<file path="config.mk">
export PLATFORM = sky130hd
export DESIGN_NAME = ordered_list_store_top
export DESIGN_NICKNAME = d
export VERILOG_FILES = /design/src/rtl/olst_pkg.sv /design/src/rtl/olst_mem.sv /design/src/rtl/olst_seq.sv /design/src/rtl/olst_outreg.sv /design/src/rtl/ordered_list_store_top.sv
export VERILOG_INCLUDE_DIRS = /design/src /design/src/rtl
export SDC_FILE = /design/constraint.sdc
export NUM_CORES = 2
export LEC_CHECK = 0
export BUFFER_PORTS_ARGS = -buffer_cell sky130_fd_sc_hd__buf_4
export CORE_MARGIN = 3
export CORE_UTILIZATION = 63
export CTS_BUF_LIST = sky130_fd_sc_hd__clkbuf_16
export CTS_CLUSTER_SIZE = 12
export DETAILED_ROUTE_END_ITERATION = 8
export PLACE_DENSITY = 0.8
export SLEW_MARGIN = 10
export SYNTH_ARGS = -nofsm -noshare
export SYNTH_HDL_FRONTEND = slang
export SYNTH_SLANG_ARGS = --single-unit
</file>
<file path="constraint.sdc">
create_clock -name clk -period 5 [get_ports clk]
set_clock_uncertainty 0.1 [all_clocks]
set_input_delay 1.25 -clock clk [delete_from_list [all_inputs] [get_ports clk]]
set_output_delay 1.25 -clock clk [all_outputs]
set_load 0.005 [all_outputs]
</file>
<file path="src/rtl/ordered_list_store_top_defines.svh">
// Assertion macros shared by the ordered list store RTL.
// Included by the modules that carry concurrent assertions; expects clk and rst_n in scope.
`ifndef ORDERED_LIST_STORE_TOP_DEFINES_SVH
`define ORDERED_LIST_STORE_TOP_DEFINES_SVH

// A condition that must hold at every clock edge outside reset.
`define OLST_ASSERT_ALWAYS(label, cond, msg) \
    label: assert property (@(posedge clk) disable iff (!rst_n) (cond)) else $error(msg);

// A condition that must hold whenever the antecedent holds.
`define OLST_ASSERT_IMPLY(label, ante, cons, msg) \
    label: assert property (@(posedge clk) disable iff (!rst_n) (ante) |-> (cons)) \
        else $error(msg);

`endif

</file>
<file path="src/rtl/olst_pkg.sv">
// Package for the ordered list store: operation codes, status codes, states and result type.
// No dependencies; used by olst_seq, olst_outreg and the top level.
package olst_pkg;

    // Operation codes carried on the mode field.
    typedef enum logic [2:0] {
        MODE_READ   = 3'd0,
        MODE_FIND   = 3'd1,
        MODE_INSERT = 3'd2,
        MODE_DELETE = 3'd3,
        MODE_CLEAR  = 3'd4
    } olst_mode_t;

    // Status codes reported with every result.
    localparam logic [1:0] ST_OK    = 2'd0;
    localparam logic [1:0] ST_RANGE = 2'd1;
    localparam logic [1:0] ST_FULL  = 2'd2;

    // Sequencer states.
    typedef enum logic [2:0] {
        S_IDLE,
        S_RD,
        S_RDW,
        S_FIND,
        S_INS,
        S_DEL,
        S_RESP
    } olst_state_t;

    // One result item.
    typedef struct packed {
        logic [1:0] status;
        logic [7:0] data;
        logic [7:0] found_at;
        logic [7:0] count;
        logic       empty_res;
    } olst_result_t;

endpackage

</file>
<file path="src/rtl/olst_mem.sv">
// Element memory of the ordered list store: one write port, one read port, registered read.
// Stand-alone; no package needed.
module olst_mem #(
    parameter int DEPTH = 128,
    parameter int AW    = 7
) (
    input  logic          clk,
    input  logic          we,
    input  logic [AW-1:0] waddr,
    input  logic [7:0]    wdata,
    input  logic [AW-1:0] raddr,
    output logic [7:0]    rdata
);

    logic [7:0] mem_reg [DEPTH];
    logic [7:0] rdata_reg;

    // Write port.
    always_ff @(posedge clk)
    begin
        if (we)
        begin
            mem_reg[waddr] <= wdata;
        end
    end

    // Read port; the read data is registered.
    always_ff @(posedge clk)
    begin
        rdata_reg <= mem_reg[raddr];
    end

    assign rdata = rdata_reg;

endmodule

</file>
<file path="src/rtl/olst_seq.sv">
// Sequencer of the ordered list store: checks each request, walks the element memory
// and forms the result. Uses olst_pkg and the assertion macros header.
`include "ordered_list_store_top_defines.svh"

module olst_seq #(
    parameter int CAPACITY = 128,
    parameter int AW       = 7
) (
    input  logic                 clk,
    input  logic                 rst_n,
    input  logic                 in_valid,
    output logic                 in_ready,
    input  logic [2:0]           mode,
    input  logic [7:0]           position,
    input  logic [7:0]           value,
    output logic                 res_valid,
    input  logic                 res_ready,
    output olst_pkg::olst_result_t res,
    output logic                 mem_we,
    output logic [AW-1:0]        mem_waddr,
    output logic [7:0]           mem_wdata,
    output logic [AW-1:0]        mem_raddr,
    input  logic [7:0]           mem_rdata
);
    import olst_pkg::*;

    localparam int CW   = $clog2(CAPACITY + 1);
    localparam int CMPW = ((CW > 8) ? CW : 8) + 1;
    localparam logic [CMPW-1:0] CAP_EXT = CMPW'(CAPACITY);
    localparam logic [CMPW-1:0] ONE_EXT = CMPW'(1);

    olst_state_t   state_reg, state_next;
    logic [CW-1:0] fill_reg, fill_next;
    logic [7:0]    pos_reg, pos_next;
    logic [7:0]    val_reg, val_next;
    logic [CW-1:0] scan_reg, scan_next;
    logic          pend_vld_reg, pend_vld_next;
    logic [AW-1:0] pend_idx_reg, pend_idx_next;
    logic [1:0]    status_reg, status_next;
    logic [7:0]    data_reg, data_next;
    logic [7:0]    found_reg, found_next;

    logic [CMPW-1:0] in_pos_ext, pos_ext, fill_ext, scan_ext, pend_ext;
    logic [CMPW-1:0] pos_m1_ext;

    assign in_pos_ext = CMPW'(position);
    assign pos_ext    = CMPW'(pos_reg);
    assign pos_m1_ext = pos_ext - ONE_EXT;
    assign fill_ext   = CMPW'(fill_reg);
    assign scan_ext   = CMPW'(scan_reg);
    assign pend_ext   = CMPW'(pend_idx_reg);

    // Control registers.
    always_ff @(posedge clk or negedge rst_n)
    begin
        if (!rst_n)
        begin
            state_reg    <= S_IDLE;
            fill_reg     <= '0;
            pend_vld_reg <= 1'b0;
        end
        else
        begin
            state_reg    <= state_next;
            fill_reg     <= fill_next;
            pend_vld_reg <= pend_vld_next;
        end
    end

    // Request and result payload registers.
    always_ff @(posedge clk)
    begin
        pos_reg      <= pos_next;
        val_reg      <= val_next;
        scan_reg     <= scan_next;
        pend_idx_reg <= pend_idx_next;
        status_reg   <= status_next;
        data_reg     <= data_next;
        found_reg    <= found_next;
    end

    // Next state, memory accesses and result fields.
    always_comb
    begin
        state_next    = state_reg;
        fill_next     = fill_reg;
        pos_next      = pos_reg;
        val_next      = val_reg;
        scan_next     = scan_reg;
        pend_vld_next = pend_vld_reg;
        pend_idx_next = pend_idx_reg;
        status_next   = status_reg;
        data_next     = data_reg;
        found_next    = found_reg;
        in_ready      = 1'b0;
        res_valid     = 1'b0;
        mem_we        = 1'b0;
        mem_waddr     = '0;
        mem_wdata     = val_reg;
        mem_raddr     = '0;

        unique case (state_reg)
            S_IDLE:
            begin
                in_ready = 1'b1;
                if (in_valid)
                begin
                    pos_next      = position;
                    val_next      = value;
                    pend_vld_next = 1'b0;
                    status_next   = ST_OK;
                    data_next     = '0;
                    found_next    = '0;
                    state_next    = S_RESP;
                    unique case (mode)
                        MODE_READ:
                        begin
                            if (in_pos_ext == '0 || in_pos_ext > fill_ext)
                            begin
                                status_next = ST_RANGE;
                            end
                            else
                            begin
                                state_next = S_RD;
                            end
                        end
                        MODE_FIND:
                        begin
                            scan_next  = '0;
                            state_next = S_FIND;
                        end
                        MODE_INSERT:
                        begin
                            if (in_pos_ext == '0 || in_pos_ext > fill_ext + ONE_EXT)
                            begin
                                status_next = ST_RANGE;
                            end
                            else if (fill_ext == CAP_EXT)
                            begin
                                status_next = ST_FULL;
                            end
                            else
                            begin
                                scan_next  = fill_reg;
                                state_next = S_INS;
                            end
                        end
                        MODE_DELETE:
                        begin
                            if (in_pos_ext == '0 || in_pos_ext > fill_ext)
                            begin
                                status_next = ST_RANGE;
                            end
                            else
                            begin
                                scan_next  = in_pos_ext[CW-1:0];
                                state_next = S_DEL;
                            end
                        end
                        MODE_CLEAR:
                        begin
                            fill_next = '0;
                        end
                        default:
                        begin
                            // Unused codes change nothing.
                        end
                    endcase
                end
            end

            S_RD:
            begin
                mem_raddr  = pos_m1_ext[AW-1:0];
                state_next = S_RDW;
            end

            S_RDW:
            begin
                data_next  = mem_rdata;
                state_next = S_RESP;
            end

            // Linear search, one element read per cycle, each compared in the next cycle.
            S_FIND:
            begin
                if (pend_vld_reg && mem_rdata == val_reg)
                begin
                    found_next    = 8'((pend_ext + ONE_EXT) & CMPW'(8'hff));
                    pend_vld_next = 1'b0;
                    state_next    = S_RESP;
                end
                else if (scan_ext < fill_ext)
                begin
                    mem_raddr     = scan_reg[AW-1:0];
                    pend_idx_next = scan_reg[AW-1:0];
                    pend_vld_next = 1'b1;
                    scan_next     = scan_reg + CW'(1);
                end
                else if (pend_vld_reg)
                begin
                    pend_vld_next = 1'b0;
                end
                else
                begin
                    state_next = S_RESP;
                end
            end

            // Shift up from the top: read entry k, write it to k+1 next cycle.
            S_INS:
            begin
                if (pend_vld_reg)
                begin
                    mem_we    = 1'b1;
                    mem_waddr = AW'(pend_ext + ONE_EXT);
                    mem_wdata = mem_rdata;
                end
                if (scan_ext >= pos_ext)
                begin
                    mem_raddr     = AW'(scan_ext - ONE_EXT);
                    pend_idx_next = AW'(scan_ext - ONE_EXT);
                    pend_vld_next = 1'b1;
                    scan_next     = scan_reg - CW'(1);
                end
                else if (pend_vld_reg)
                begin
                    pend_vld_next = 1'b0;
                end
                else
                begin
                    mem_we     = 1'b1;
                    mem_waddr  = pos_m1_ext[AW-1:0];
                    mem_wdata  = val_reg;
                    fill_next  = fill_reg + CW'(1);
                    state_next = S_RESP;
                end
            end

            // Shift down from the hole: read entry k, write it to k-1 next cycle.
            S_DEL:
            begin
                if (pend_vld_reg)
                begin
                    mem_we    = 1'b1;
                    mem_waddr = AW'(pend_ext - ONE_EXT);
                    mem_wdata = mem_rdata;
                end
                if (scan_ext < fill_ext)
                begin
                    mem_raddr     = scan_reg[AW-1:0];
                    pend_idx_next = scan_reg[AW-1:0];
                    pend_vld_next = 1'b1;
                    scan_next     = scan_reg + CW'(1);
                end
                else if (pend_vld_reg)
                begin
                    pend_vld_next = 1'b0;
                end
                else
                begin
                    fill_next  = fill_reg - CW'(1);
                    state_next = S_RESP;
                end
            end

            S_RESP:
            begin
                res_valid = 1'b1;
                if (res_ready)
                begin
                    state_next = S_IDLE;
                end
            end

            default:
            begin
                state_next = S_IDLE;
            end
        endcase
    end

    // Result as seen by the output register; count reports the low byte.
    assign res.status    = status_reg;
    assign res.data      = data_reg;
    assign res.found_at  = found_reg;
    assign res.count     = fill_ext[7:0];
    assign res.empty_res = (fill_reg == '0);

    `OLST_ASSERT_ALWAYS(a_fill_bound, fill_ext <= CAP_EXT, "fill count above capacity")
    `OLST_ASSERT_IMPLY(a_we_state, mem_we, state_reg == S_INS || state_reg == S_DEL,
        "memory written outside a shift")
    `OLST_ASSERT_IMPLY(a_full_status, res_valid && status_reg == ST_FULL,
        fill_ext == CAP_EXT, "full status reported below capacity")

endmodule

</file>
<file path="src/rtl/olst_outreg.sv">
// Output register of the ordered list store: holds one result item for the consumer.
// Uses olst_pkg for the result type.
module olst_outreg (
    input  logic                  clk,
    input  logic                  rst_n,
    input  logic                  res_valid,
    output logic                  res_ready,
    input  olst_pkg::olst_result_t res,
    output logic                  out_valid,
    input  logic                  out_ready,
    output olst_pkg::olst_result_t out_res
);
    import olst_pkg::*;

    logic         vld_reg, vld_next;
    olst_result_t res_reg;

    // The register takes a new item when empty or being drained.
    assign res_ready = !vld_reg || out_ready;

    always_comb
    begin
        vld_next = vld_reg;
        if (res_ready)
        begin
            vld_next = res_valid;
        end
    end

    always_ff @(posedge clk or negedge rst_n)
    begin
        if (!rst_n)
        begin
            vld_reg <= 1'b0;
        end
        else
        begin
            vld_reg <= vld_next;
        end
    end

    always_ff @(posedge clk)
    begin
        if (res_ready && res_valid)
        begin
            res_reg <= res;
        end
    end

    assign out_valid = vld_reg;
    assign out_res   = res_reg;

endmodule

</file>
<file path="src/rtl/ordered_list_store_top.sv">
// Top level of the ordered list store: sequencer, element memory and output register.
// Depends on olst_pkg, olst_mem, olst_seq and olst_outreg.

// An ordered list of up to CAPACITY bytes with 1-based positions, taking one request at a
// time and giving one result item per request. A read addresses the element memory, takes
// the registered read data and then offers the result; clear and rejected requests go
// straight to the result. Find, insert and delete walk the list through the element memory,
// which gives one read and one write per cycle, so a shift or a search moves one element a
// cycle. The result then passes to the output register.
// A new item is accepted as soon as the previous result sits in the output register.
module ordered_list_store_top #(
    parameter int CAPACITY = 128
) (
    input  logic       clk,
    input  logic       rst_n,
    input  logic       in_valid,
    output logic       in_ready,
    input  logic [2:0] mode,
    input  logic [7:0] position,
    input  logic [7:0] value,
    output logic       out_valid,
    input  logic       out_ready,
    output logic [1:0] status,
    output logic [7:0] data,
    output logic [7:0] found_at,
    output logic [7:0] count,
    output logic       empty_res
);
    import olst_pkg::*;

    localparam int AW = $clog2(CAPACITY);

    logic          res_valid, res_ready;
    olst_result_t  res, out_res;
    logic          mem_we;
    logic [AW-1:0] mem_waddr, mem_raddr;
    logic [7:0]    mem_wdata, mem_rdata;

    olst_seq #(
        .CAPACITY (CAPACITY),
        .AW       (AW)
    ) u_seq (
        .clk       (clk),
        .rst_n     (rst_n),
        .in_valid  (in_valid),
        .in_ready  (in_ready),
        .mode      (mode),
        .position  (position),
        .value     (value),
        .res_valid (res_valid),
        .res_ready (res_ready),
        .res       (res),
        .mem_we    (mem_we),
        .mem_waddr (mem_waddr),
        .mem_wdata (mem_wdata),
        .mem_raddr (mem_raddr),
        .mem_rdata (mem_rdata)
    );

    olst_mem #(
        .DEPTH (CAPACITY),
        .AW    (AW)
    ) u_mem (
        .clk   (clk),
        .we    (mem_we),
        .waddr (mem_waddr),
        .wdata (mem_wdata),
        .raddr (mem_raddr),
        .rdata (mem_rdata)
    );

    olst_outreg u_outreg (
        .clk       (clk),
        .rst_n     (rst_n),
        .res_valid (res_valid),
        .res_ready (res_ready),
        .res       (res),
        .out_valid (out_valid),
        .out_ready (out_ready),
        .out_res   (out_res)
    );

    // Result fields onto their own ports.
    assign status    = out_res.status;
    assign data      = out_res.data;
    assign found_at  = out_res.found_at;
    assign count     = out_res.count;
    assign empty_res = out_res.empty_res;

endmodule
</file>
==> qor.yml <==
placement:
  io_buffer_count: 51
  place_inst: 4561
  dp_slack_ns: -0.254
  place_area_um2: 50100
  post-dp-hpwl_um: 90800
  globalplace.congestion: 1.02
yosys:
  async_flop_share: 0.0116
  yosys.area.top_type: "edfxtp_1"
  syn-num-nets: 3550
  yosys_warnings: 0
  synth_area_um2: 47100
  synth_area_per_cell_um2: 13.5
  synth_edf_count: 1100
  syn_inst: 3476
  netlist_top_cells_area: "edfxtp_1, nand2_1, nand3_1"
  ys.flop_type: "edfxtp_1"
  ys_seq_area_frac: 0.712
  synth_top_area_frac: 0.702
  synth_cell_types: 86
  synth_seq_cells: 1121
floorplanning:
  rows: 99
  die-width_um: 279
  start_util: 0.641
  fp.dieH_um: 279
  io_pins: 52
  dieArea_um2: 78000
  coreArea_um2: 73500
layout:
  final_area_um2: 53300
  final_cells: 4742
  fin_util: 0.726
  drive_above_1_share: 0.144
  largest_register_ff_count: 1024
  finalNetCount: 3793
  syn_to_final_growth_pct: 13.3
timing:
  min_period_over_period: 1.00
  relSlewSlack: 0.211
  period_minus_slack_ns: 5.01
  setup_viol: 1
  max_slew.worst_pin.slew_ns: 1.18
  hold_viol: 0
  rsz0062_at_grt: "false"
  worst_slack_ns: -0.00533
  slew_violations: 0
  fmax_ghz: 0.200
clock_network:
  cts-buffers-inserted: 110
  root_buffer: "clkbuf_16"
  holdBufCountCts: 0
  clk_pin_slew_ns: 0.06
  cts_tree: "done"
  clk_latency_ns: 0.69
  cts_sinks: 1121
  htreeDepth: 3
  cts_buffer_depth: 3
routing:
  antenna_left: 0
  via_per_inst: 7.04
  drc: 0
  wire_per_inst_um: 30.4
  wl_um: 144000
  first_iter_violations: 6138
  dr.pass1.iters: 9
  vias: 33399
global_route:
  antenna_found_initial: 6
  grt_pass1_wl_um: 211000
  grt_usage: 0.369
  grt_max_degree: 90
  grt_overflow: 0
  grt_pass1_vias: 32353
worst_setup_path:
  crit_path_start_kind: "flip-flop"
  critical_path_required_ns: 5.47
  reg2reg_depth: 13
  setup.worst_path.class: "reg2reg"
  critPathMaxFanout: 69
  cp.arrival_ns: 5.47
  cp-end-kind: "flip-flop"
min_path:
  hp-class: "in2async"
pwr:
  ir_drop_v: 0.000356
  cellPowerDensity_nw_per_um2: 546
  p_total_mw: 29.1
  cellLeakagePower_nw: 18.9
run:
  cap_viol_max_count: 0
status:
  status: "finished with violations"
  violations: "negative setup slack"
## layout by cell type, fill, tap and decap left out, types with 28 or more instances in the layout
cell type / Yosys / final
nand2_1: 714 / 711
nand3_1: 232 / 232
a21oi_1: 136 / 135
mux2i_1: 91 / 91
ha_1: 49 / 49
edfxtp_1: 1100 / 1100
a32oi_1: 54 / 54
nor2_1: 200 / 192
buf_4: 31 / 306
and3_1: 76 / 76
inv_1: 36 / 69
a211oi_1: 67 / 67
a31oi_1: 54 / 54
clkbuf_16: 0 / 110
xnor2_1: 28 / 28
o21ai_0: 48 / 47
## path summary, 6_finish.rpt
check / from / end / slack, ns
max reg2reg: u_seq.scan_reg[6] / u_mem.rdata[2] / -0.005
min in group clk: u_seq.data_reg[6] / u_outreg.out_res[23] / 0.32
max in group asynchronous: rst_n / u_outreg.out_valid / 4.31
max: u_seq.scan_reg[6] / u_mem.rdata[2] / -0.005
min: rst_n / u_seq.fill_reg[5] / 0.31
min reg2reg: u_seq.data_reg[6] / u_outreg.out_res[23] / 0.32
## metal layers
layer / wire (um) / GRT usage
met2: 62000 / 0.540
met4: 10200 / 0.211
met5: 27 / 0.00305
met1: 49300 / 0.492
met3: 22600 / 0.122
## power breakdown
group | internal (mW) | leakage [nW] | switching (mW) | total, mW
Sequential | 11.5 | 10.2 | 0.275 | 11.8
Combinational | 2.89 | 7.04 | 7.01 | 9.90
Clock | 4.09 | 1.66 | 3.38 | 7.47
Total | 18.5 | 18.9 | 10.7 | 29.1
## Yosys cell counts (48+ instances only)
master / number
a32oi_1: 54
buf_2: 92
a21oi_1: 136
ha_1: 49
a31oi_1: 54
nor2_1: 200
o21ai_0: 48
and3_1: 76
clkbuf_1: 59
edfxtp_1: 1100
nand3_1: 232
nand2_1: 714
mux2i_1: 91
a211oi_1: 67
## worst max-delay path, stage by stage, from the launching register on
cell and delay (ns):
edfxtp_1 0.56, ha_1 0.40, a21o_1 0.18, a21oi_2 0.27
a21boi_0 0.15, a311o_1 0.42, a21oi_4 0.48, buf_12 0.38
a211oi_1 0.16, a211oi_1 0.57, nor4_1 0.15, a311oi_1 0.49
nand4_1 0.28, o211ai_1 0.26
## cells by family after synthesis
logic type | after synthesis | share of synthesized area
AO/OA/AOI/OAI | 560 | 0.0843
XOR/XNOR | 47 | 0.00875
adder cells (fa/ha/maj) | 51 | 0.0139
buffers and inverters | 239 | 0.0261
flip-flops | 1121 | 0.712
multiplexers | 120 | 0.0313
AND/OR/NAND/NOR | 1338 | 0.124
## per-stage QoR
| step | TNS [ns] | hold slack [ns] |
|---|---|---|
| floorplan | 0 | 0.300 |
| global placement | -0.309 | 0.301 |
| detailed placement | -0.254 | 0.305 |
| CTS | 0 | 0.290 |
| global route | 0 | 0.310 |
| finish | -0.00533 | 0.310 |
## cell type report
| class | instances | area [um2] |
|---|---|---|
| clock inverters | 62 | 403 |
| flip-flops and latches | 1121 | 33500 |
| well taps | 959 | 1200 |
| clock buffers | 110 | 2750 |
| diodes | 4 | 10.0 |
| fillers | 4514 | 20100 |
| inverters | 36 | 135 |
| multi-input cells | 2116 | 12500 |
| repair buffers | 334 | 2850 |
## what timing repair did
item | in CTS | in global routing
gates resized for setup | 2 | 9
setup endpoints to repair | 3 | 242
buffers inserted | 0 | 5
pin swaps | 0 | 1
Power figures use the tool's default switching activity.
